[config.mk]
export PLATFORM = sky130hd
export DESIGN_NAME = temperature_seven_segment_scan
export DESIGN_NICKNAME = d
export VERILOG_FILES = /design/src/tss_pkg.sv /design/src/tss_scan_ctrl.sv /design/src/tss_convert.sv /design/src/tss_display.sv /design/src/temperature_seven_segment_scan.sv
export SDC_FILE = /design/constraint.sdc
export NUM_CORES = 1
export LEC_CHECK = 0
export BUFFER_PORTS_ARGS = -buffer_cell sky130_fd_sc_hd__buf_2
export CORE_MARGIN = 5
export CORE_UTILIZATION = 40
export DETAILED_ROUTE_END_ITERATION = 8
export SKIP_CTS_REPAIR_TIMING = 1
export SLEW_MARGIN = 20
export SYNTH_ARGS = -nofsm -noshare
export SYNTH_HDL_FRONTEND = slang
export SYNTH_SLANG_ARGS = --single-unit
[constraint.sdc]
create_clock -name clk -period 13.2 [get_ports clk]
set_clock_uncertainty 0.2 [all_clocks]
set_input_delay 0.66 -clock clk [delete_from_list [all_inputs] [get_ports clk]]
set_output_delay 0.66 -clock clk [all_outputs]
set_load 0.05 [all_outputs]
[src/tss_pkg.sv]
// Shared types, constants and the segment encoder for the temperature
// seven-segment scan block. No dependencies.
package tss_pkg;

	localparam int DIGITS = 4;
	localparam int SEL_W = DIGITS;
	localparam int IDX_W = $clog2(DIGITS);
	localparam int SAMPLE_W = 10;
	localparam int INTERVAL_W = 16;

	localparam logic [INTERVAL_W-1:0] RESET_INTERVAL = 16'd250;
	localparam logic [IDX_W-1:0] DP_DIGIT = 2'd1;
	localparam logic [15:0] MAX_VALUE = 16'd9999;
	localparam logic [SEL_W-1:0] SEL_RESET = 4'b0001;

	typedef logic [3:0] digit_t;
	typedef digit_t [DIGITS-1:0] digit_vec_t;

	// index 0 is the thousands digit
	localparam digit_vec_t RESET_DIGITS = {4'd0, 4'd0, 4'd5, 4'd2};
	localparam digit_vec_t MAX_DIGITS = {4'd9, 4'd9, 4'd9, 4'd9};

	typedef struct packed {
		logic [SAMPLE_W-1:0] sample;
		logic                conv;
		logic [SEL_W-1:0]    select;
	} stage_t;

	// segments g..a in bits 6..0
	function automatic logic [6:0] seg_encode(input digit_t d);
		logic [6:0] p;
		case (d)
			4'd0: p = 7'h3F;
			4'd1: p = 7'h06;
			4'd2: p = 7'h5B;
			4'd3: p = 7'h4F;
			4'd4: p = 7'h66;
			4'd5: p = 7'h6D;
			4'd6: p = 7'h7C;
			4'd7: p = 7'h07;
			4'd8: p = 7'h7F;
			4'd9: p = 7'h67;
			default: p = 7'h00;
		endcase
		return p;
	endfunction

endpackage

[src/tss_scan_ctrl.sv]
// Scan control: digit select rotation, conversion countdown, interval
// register and the input stage register. Uses tss_pkg.
module tss_scan_ctrl (
	input  logic                                clk,
	input  logic                                arst_n,
	input  logic                                cfg_write_en,
	input  logic [tss_pkg::INTERVAL_W-1:0]     cfg_write_data,
	input  logic                                sample_valid,
	input  logic [tss_pkg::SAMPLE_W-1:0]       adc_sample,
	output logic                                sample_stall,
	input  logic                                take,
	output logic                                valid_s1,
	output tss_pkg::stage_t                     stage_s1
);

	logic [tss_pkg::INTERVAL_W-1:0] interval_q;
	logic [tss_pkg::INTERVAL_W-1:0] cnt_q;
	logic [tss_pkg::SEL_W-1:0]      sel_q;
	logic [tss_pkg::SEL_W-1:0]      sel_next;
	logic                           expire;
	logic                           accept;

	assign sample_stall = valid_s1 && !take;
	assign accept = sample_valid && !sample_stall;
	assign sel_next = {sel_q[tss_pkg::SEL_W-2:0], sel_q[tss_pkg::SEL_W-1]};
	assign expire = (cnt_q <= 16'd1);

	always_ff @(posedge clk or negedge arst_n) begin
		if (!arst_n) begin
			interval_q <= tss_pkg::RESET_INTERVAL;
		end else if (cfg_write_en) begin
			interval_q <= cfg_write_data;
		end
	end

	always_ff @(posedge clk or negedge arst_n) begin
		if (!arst_n) begin
			cnt_q <= tss_pkg::RESET_INTERVAL;
			sel_q <= tss_pkg::SEL_RESET;
		end else if (accept) begin
			sel_q <= sel_next;
			if (expire) begin
				cnt_q <= interval_q;
			end else begin
				cnt_q <= cnt_q - 16'd1;
			end
		end
	end

	always_ff @(posedge clk or negedge arst_n) begin
		if (!arst_n) begin
			valid_s1 <= 1'b0;
		end else if (accept) begin
			valid_s1 <= 1'b1;
		end else if (take) begin
			valid_s1 <= 1'b0;
		end
	end

	always_ff @(posedge clk) begin
		if (accept) begin
			stage_s1.sample <= adc_sample;
			stage_s1.conv   <= expire;
			stage_s1.select <= sel_next;
		end
	end

	a_sel_onehot: assert property (@(posedge clk) disable iff (!arst_n)
		$onehot(sel_q))
		else $error("digit select not one-hot");

	a_cnt_dec: assert property (@(posedge clk) disable iff (!arst_n)
		accept && !expire |=> cnt_q == $past(cnt_q) - 16'd1)
		else $error("countdown did not decrement");

	a_conv_flag: assert property (@(posedge clk) disable iff (!arst_n)
		accept |=> valid_s1 && stage_s1.conv == $past(expire)
			&& stage_s1.select == $past(sel_next))
		else $error("input stage mismatch");

endmodule

[src/tss_convert.sv]
// Sample to decimal digits: floor(sample*50000/1024) split into four
// digits by constant multiplies, saturated at 9999. Uses tss_pkg.
module tss_convert (
	input  logic [tss_pkg::SAMPLE_W-1:0] sample,
	output tss_pkg::digit_vec_t          digits,
	output logic                         over
);

	// value = s*3125/64; each decimal prefix is floor(s*c/2^k) directly
	logic [21:0] p_val;
	logic [19:0] p_ten;
	logic [16:0] p_hun;
	logic [14:0] p_tho;
	logic [15:0] val;
	logic [12:0] tens_all;
	logic [8:0]  huns_all;
	logic [5:0]  thos_all;
	logic [15:0] ones_d;
	logic [12:0] tens_d;
	logic [8:0]  huns_d;

	assign p_val = 22'(sample) * 22'd3125;
	assign p_ten = 20'(sample) * 20'd625;
	assign p_hun = 17'(sample) * 17'd125;
	assign p_tho = 15'(sample) * 15'd25;

	assign val      = p_val[21:6];
	assign tens_all = p_ten[19:7];
	assign huns_all = p_hun[16:8];
	assign thos_all = p_tho[14:9];

	assign ones_d = val - 16'(tens_all) * 16'd10;
	assign tens_d = tens_all - 13'(huns_all) * 13'd10;
	assign huns_d = huns_all - 9'(thos_all) * 9'd10;

	assign over = (val > tss_pkg::MAX_VALUE);

	always_comb begin
		if (over) begin
			digits = tss_pkg::MAX_DIGITS;
		end else begin
			digits[0] = thos_all[3:0];
			digits[1] = huns_d[3:0];
			digits[2] = tens_d[3:0];
			digits[3] = ones_d[3:0];
		end
	end

endmodule

[src/tss_display.sv]
// Digit store, sticky over-range flag, segment encoding and the result
// register with its handshake. Uses tss_pkg.
module tss_display (
	input  logic                  clk,
	input  logic                  arst_n,
	input  logic                  valid_s1,
	input  tss_pkg::stage_t       stage_s1,
	input  tss_pkg::digit_vec_t   conv_digits,
	input  logic                  conv_over,
	output logic                  take,
	output logic                  result_valid,
	input  logic                  result_stall,
	output logic [7:0]            segment_port,
	output logic [5:0]            select_port,
	output logic                  over_range
);

	tss_pkg::digit_vec_t        digit_q;
	tss_pkg::digit_vec_t        digits_now;
	logic                       range_q;
	logic                       range_next;
	logic [tss_pkg::IDX_W-1:0]  idx;
	logic [6:0]                 seg7;
	logic                       dp;

	assign take = valid_s1 && (!result_valid || !result_stall);
	assign digits_now = stage_s1.conv ? conv_digits : digit_q;
	assign range_next = range_q || (stage_s1.conv && conv_over);

	always_comb begin
		case (stage_s1.select)
			4'b0001: idx = 2'd0;
			4'b0010: idx = 2'd1;
			4'b0100: idx = 2'd2;
			4'b1000: idx = 2'd3;
			default: idx = 2'd0;
		endcase
	end

	assign seg7 = tss_pkg::seg_encode(digits_now[idx]);
	assign dp = (idx == tss_pkg::DP_DIGIT);

	always_ff @(posedge clk or negedge arst_n) begin
		if (!arst_n) begin
			digit_q <= tss_pkg::RESET_DIGITS;
			range_q <= 1'b0;
		end else if (take && stage_s1.conv) begin
			digit_q <= conv_digits;
			range_q <= range_next;
		end
	end

	always_ff @(posedge clk or negedge arst_n) begin
		if (!arst_n) begin
			result_valid <= 1'b0;
		end else if (take) begin
			result_valid <= 1'b1;
		end else if (!result_stall) begin
			result_valid <= 1'b0;
		end
	end

	always_ff @(posedge clk) begin
		if (take) begin
			segment_port <= {seg7[5:0], 2'b00};
			select_port  <= {~stage_s1.select, dp, seg7[6]};
			over_range   <= range_next;
		end
	end

	a_range_sticky: assert property (@(posedge clk) disable iff (!arst_n)
		range_q |=> range_q)
		else $error("over-range flag cleared");

	a_flag_out: assert property (@(posedge clk) disable iff (!arst_n)
		take |=> result_valid && over_range == range_q)
		else $error("over_range does not follow flag");

	a_no_overrun: assert property (@(posedge clk) disable iff (!arst_n)
		result_valid && result_stall |-> !take)
		else $error("result overwritten while stalled");

endmodule

[src/temperature_seven_segment_scan.sv]
// Four-digit multiplexed seven-segment temperature display driver. Each
// accepted word on the sample channel is one scan tick: the digit select
// rotates, and every read_interval ticks the sample becomes hundredths of
// a degree, floor(sample*50000/1024), shown as four digits with a point
// after digit 1. Values over 9999 show 9999 and set over_range until
// reset. One result word per sample word, one word per clock while result_stall
// stays low; each word passes the input stage, then the result register.
module temperature_seven_segment_scan (
	input  logic        clk,
	input  logic        arst_n,
	input  logic        cfg_write_en,
	input  logic [15:0] cfg_write_data,
	input  logic        sample_valid,
	output logic        sample_stall,
	input  logic [9:0]  adc_sample,
	output logic        result_valid,
	input  logic        result_stall,
	output logic [7:0]  segment_port,
	output logic [5:0]  select_port,
	output logic        over_range
);

	logic                valid_s1;
	tss_pkg::stage_t     stage_s1;
	logic                take;
	tss_pkg::digit_vec_t conv_digits;
	logic                conv_over;

	tss_scan_ctrl u_ctrl (
		.clk            (clk),
		.arst_n         (arst_n),
		.cfg_write_en   (cfg_write_en),
		.cfg_write_data (cfg_write_data),
		.sample_valid   (sample_valid),
		.adc_sample     (adc_sample),
		.sample_stall   (sample_stall),
		.take           (take),
		.valid_s1       (valid_s1),
		.stage_s1       (stage_s1)
	);

	tss_convert u_conv (
		.sample (stage_s1.sample),
		.digits (conv_digits),
		.over   (conv_over)
	);

	tss_display u_disp (
		.clk          (clk),
		.arst_n       (arst_n),
		.valid_s1     (valid_s1),
		.stage_s1     (stage_s1),
		.conv_digits  (conv_digits),
		.conv_over    (conv_over),
		.take         (take),
		.result_valid (result_valid),
		.result_stall (result_stall),
		.segment_port (segment_port),
		.select_port  (select_port),
		.over_range   (over_range)
	);

endmodule

# After elaboration in Yosys (flattened, before gate mapping)
# Memories as Yosys holds them, arrays and structs flattened. A register that Yosys moved wholly into a read port is not among the register bits.
# Cells that the tools add are included.
# classes
n_addsub	4
multipliers	7
n_div	0
order_cmp	3
eq_ne	5
n_shift	0
mux	10
bitwise_logic	1
reduce_logical	12
# ops
operator	n
$mux W16	3
$mul A10 B12 Y22 const B	1
$mul A10 B10 Y20 const B	1
$mul A10 B7 Y17 const B	1
$gt A16 B14 Y1 const B	1
$le A16 B1 Y1 const B	1
$sub A16 B1 Y16 const B	1
$mul A10 B5 Y15 const B	1
$mul A13 B3 Y3 const B	1
$sub A4 B4 Y4	3
$mul A9 B3 Y3 const B	1
$bmux W4 S2	1
$mul A6 B3 Y3 const B	1
$pmux W2 S3	1
$logic_and A1 B1 Y1	5
$eq A4 B2 Y1 const B	1
$eq A4 B3 Y1 const B	1
$eq A4 B4 Y1 const B	1
$logic_not A1 Y1	4
$mux W1	4
$mux W4	1
$not A4 Y4	1
$lt A2 B3 Y1 const B	1
$eq A2 B1 Y1 const B	1
3 further kinds	4
# word_totals
regBits	77
latchBits	0
ram_bits	0
rom_bits	112
out_inout_bits	17
elab_cells	58
n_memories	1
# mem_list
name	words	word_bits	read_ports	rd_ports_with_merged_regs	wr	line	source
(no name shown)	16	7	1	1	0	tss_pkg.sv:32	case (d)

# Longest topological paths before layout
# logic_depth
ltp_word	8
ltp_mapped	28
mapped_depth_nobuf	27

# Modules after synthesis
# From an unflattened synthesis, not the netlist that was laid out.
# unflattened
hier_cells	727
hier_area_um2	7891.3
# modules_own_cells
module	instances	cells_per_inst	area_per_inst_um2
tss_convert	1	434	4006.3
tss_scan_ctrl	1	179	2240.9
tss_display	1	114	1644.1

# Worst setup path before layout
# OpenSTA, ideal clock, no wires.
# synth_timing
path_type	reg-to-reg
from	register, netlist name u_ctrl.stage_s1[5]
to	register u_disp.segment_port[2], data pin
setup_time_ps	272
arrival_time_ps	6028
required_ps	12728
setup_slack_ps	6700
stages_incl_launch_ff	27
path_cell_list	edfxtp_1 fa_1 fa_1 inv_1 fa_1 inv_1 fa_1 ha_1 nor3_1 nand2_1 a31oi_4 and2b_1 nor2_1 xor2_1 ha_1 inv_1 fa_1 xnor2_1 xnor2_1 xnor2_1 xnor2_1 xnor3_1 o21ai_1 a2bb2oi_1 and2_4 buf_6 mux2i_1
# synth_between
elab_chain_len	7
word_cells_on_any_way	15
classes_between	add/sub (3); mul (7); order compare (1); mux (4)
# synth_lines
item	line	source
$mul A10 B10 Y20, or another cell as far along	tss_convert.sv:23	assign p_ten = 20'(sample) * 20'd625;
$mul A13 B3 Y3, or another cell as far along	tss_convert.sv:32	assign ones_d = val - 16'(tens_all) * 16'd10;
$sub A4 B4 Y4, on equally long branches	tss_convert.sv:32, tss_convert.sv:33, tss_convert.sv:34	
$mux W16 *	tss_convert.sv:39	if (over) begin
$mux W16 *	tss_display.sv:27	assign digits_now = stage_s1.conv ? conv_digits : digit_q;
$bmux W4 S2 *	tss_display.sv:40	assign seg7 = tss_pkg::seg_encode(digits_now[idx]);
$mux W4 (implied by the code) *	tss_display.sv:40	
to (decl)	tss_display.sv:13	output logic [7:0] segment_port,
# Mark *: on every way between the ends. The rest lies on a longest branch, timed or not. The select of a mux whose other input is x is not followed.
# A chain may end at the register's enable or synchronous reset.

# Worst setup path in the final report
# layout_timing
from	register, netlist name u_ctrl.stage_s1[5]
to	register u_disp.segment_port[7], data pin
# layout_between
elab_chain_len	7
word_cells_on_any_way	15
classes_between	add/sub (3); mul (7); order compare (1); mux (4)
# layout_lines
item	line
$mul A10 B10 Y20, or another cell as far along	tss_convert.sv:23
$mul A13 B3 Y3, or another cell as far along	tss_convert.sv:32
$sub A4 B4 Y4, on equally long branches	tss_convert.sv:32, tss_convert.sv:33, tss_convert.sv:34
$mux W16 *	tss_convert.sv:39
$mux W16 *	tss_display.sv:27
$bmux W4 S2 *	tss_display.sv:40
$mux W4 (implied by the code) *	tss_display.sv:40
# Marks and branches as above.

==> metrics.txt <==
Critical Path AT 7050 ps; Mapped Area 0.00794 sq mm; H-tree depth 3; Critical Path Sink Type flop; Non-Filler Instances 1,110; TritonCTS clock tree yes; library cells used by synthesis 74; GR Overflow Total 0; Pwr Density 235 mW/mm^2; worst slew pin tran 1110 ps; most common cell after layout, fill and taps aside ha_1; critical path's most frequent cell fa_1; most frequent cells in the layout 122 x ha_1, 103 x inv_1, 87 x nand2_1, 48 x fa_1, 45 x buf_2; first-pass GRT wire length 28,300 um; Num CTS Buffers 9; Core Area 0.0195 sq mm; largest net degree at the start of global routing 56; # diodes 0; post-layout minimum cycle time 7180 ps; CP max stage delay 740 ps; Total GRT Usage 15.5%; EDFF count, synth 28; # setup viols final 0; Static Leakage 4.13 nW; synthesized flop and latch total 83; Starting Density 40.7%; die height 151 um; FP Rows 51; worst min-delay path category primary input to asynchronous set/reset pin; DRT Pass-1 Iters 5; slowest CP cell edfxtp_1; clock buffer depth 2; Wirelength per Cell 15.4 um; Worst-path clk slew 60 ps; area growth from synthesis to layout 9.78%; total negative slack 0 ps; Antenna Nets Post-Route 0; vias in the first global route 5,557; status complete, no violations; iteration-0 DRC count of the detailed router 366; full die area 0.0228 sq mm; placed cells 1,094; max cap viols 0; mean area per synthesized cell 9.85 sq um; Post-DP HPWL 13,600 um; Residual DRC 0; via/cell ratio 5.10; Final Slew Violations 0; RSZ-0062 raised after global routing false; Max FO, Critical Path 12; via count 5,666; Req. time, crit path 13,070 ps; Peak supply drop 0.000142 V; fill cell count 1,889; clk_lat worst skew 340 ps; Syn. warnings 0; Post-synth top flop dfrtp_1; Fin Hold WS 231 ps; final wirelength 17,000 um; critical path class flop to flop; Final Hold Fails 0; Slew headroom 25.9%; crit path launch type flop; Seq/Total Area, Yosys 28.2%; Final #Nets 1,041; share of cells above drive strength 1 14.4%; initial antenna violation count 0; Final period util 54.4%; Max Clk Rate 0.139 GHz; post-synthesis async set-or-reset flop share 66.3%; IO Count 48; Cells after Synth 806; Sink Count 83; die width 151 um; Root Buffer clkbuf_16; # port buffers 45; global placer's final weighted congestion 0.854
cell families after synthesis:
group                      after synthesis  share of synthesized area, %
and+or+nand+nor                        203                          12.0
adders and majority gates              170                          31.3
AOI/OAI and AO/OA                      143                          12.3
buffers and inverters                  130                          6.47
DFF                                     83                          28.2
xor gates and xnor gates                46                          5.51
muxes                                   30                          4.22
other                                    1                        0.0472
final timing paths:
check | start | to | slack, ps | cells past startpoint
worst max-delay path | u_ctrl.stage_s1[5] | u_disp.segment_port[7] | 6020 | 25
worst min-delay path | arst_n | u_ctrl.interval_q[9] | 230 | 2
worst max register to register | u_ctrl.stage_s1[5] | u_disp.segment_port[7] | 6020 | 25
worst min register to register | u_disp.range_q | u_disp.range_q | 260 | 1
max in group asynchronous | arst_n | u_ctrl.interval_q[13] | 12070 | 2
min in group clk | u_disp.range_q | u_disp.range_q | 260 | 1
where the power goes:
| group | internal (mW) | leakage, nW | switching (mW) |
|---|---|---|---|
| clock network | 0.158 | 0.152 | 0.105 |
| logic | 0.629 | 3.08 | 0.789 |
| registers | 0.335 | 0.898 | 0.0358 |
layer usage:
| metal | up-vias | global-route usage (%) | wire, um |
|---|---|---|---|
| met4 | 0 | 2.67 | 134 |
| met3 | 12 | 2.66 | 544 |
| met2 | 85 | 24.2 | 7810 |
| met5 | - | 0 | 0 |
| met1 | 2734 | 22.8 | 8550 |
| li1 | 2835 | - | - |
stage by stage:
stage	util [%]	power [mW]	cell area, sq um	setup slack, ps
floorplan	-	1.48	7950	6700
finish	44.7	2.05	8720	6020
detailed placement	43.1	1.78	8410	6100
CTS	44.7	2.06	8720	6050
global route	44.7	2.23	8720	5670
global placement	43.1	1.78	8410	6120
final cells by class:
class	count	area (sq um)	area share, %
Clock inverter	5	60.1	0.689
Multi-Input combinational cell	594	5200	59.6
Inverter	104	390	4.48
Sequential cell	83	2240	25.7
Clock buffer	11	253	2.90
Tap cell	265	332	3.80
Timing Repair Buffer	48	248	2.84
registers in the layout (all words and copies together) (netlist names):
register	count
u_ctrl.cnt_q	16
u_ctrl.interval_q	16
u_disp.digit_q	16
u_ctrl.stage_s1	15
u_disp.segment_port	6
u_disp.select_port	6
u_ctrl.sel_q	4
u_ctrl.valid_s1	1
u_disp.over_range	1
u_disp.range_q	1
u_disp.result_valid	1
critical path: cells and delay by family, from the launching register on:
family	cells	cell delay (ps)
muxes	1	130
and+or+nand+nor	5	830
buffers and inverters	3	170
adders and majority gates	7	2900
DFF	1	740
AOI/OAI and AO/OA	3	480
xor gates and xnor gates	6	1450
synthesized netlist by cell type (10+ instances only):
master / count / area share [%]
nand2_1: 87 / 4.1
xor2_1: 13 / 1.4
mux2i_1: 11 / 1.4
fa_1: 48 / 12
clkbuf_1: 18 / 0.85
a21oi_1: 33 / 2.1
mux2_2: 18 / 2.6
xnor2_1: 30 / 3.3
dfrtp_1: 39 / 12
nor3_1: 18 / 1.1
edfxtp_1: 28 / 11
ha_1: 122 / 19
inv_1: 103 / 4.9
nand3_1: 15 / 0.95
dfstp_2: 16 / 5.3
nand2b_1: 10 / 0.79
nor2_1: 39 / 1.8
o21ai_0: 39 / 2.5
No activity file was read; power rests on OpenSTA's default activity.
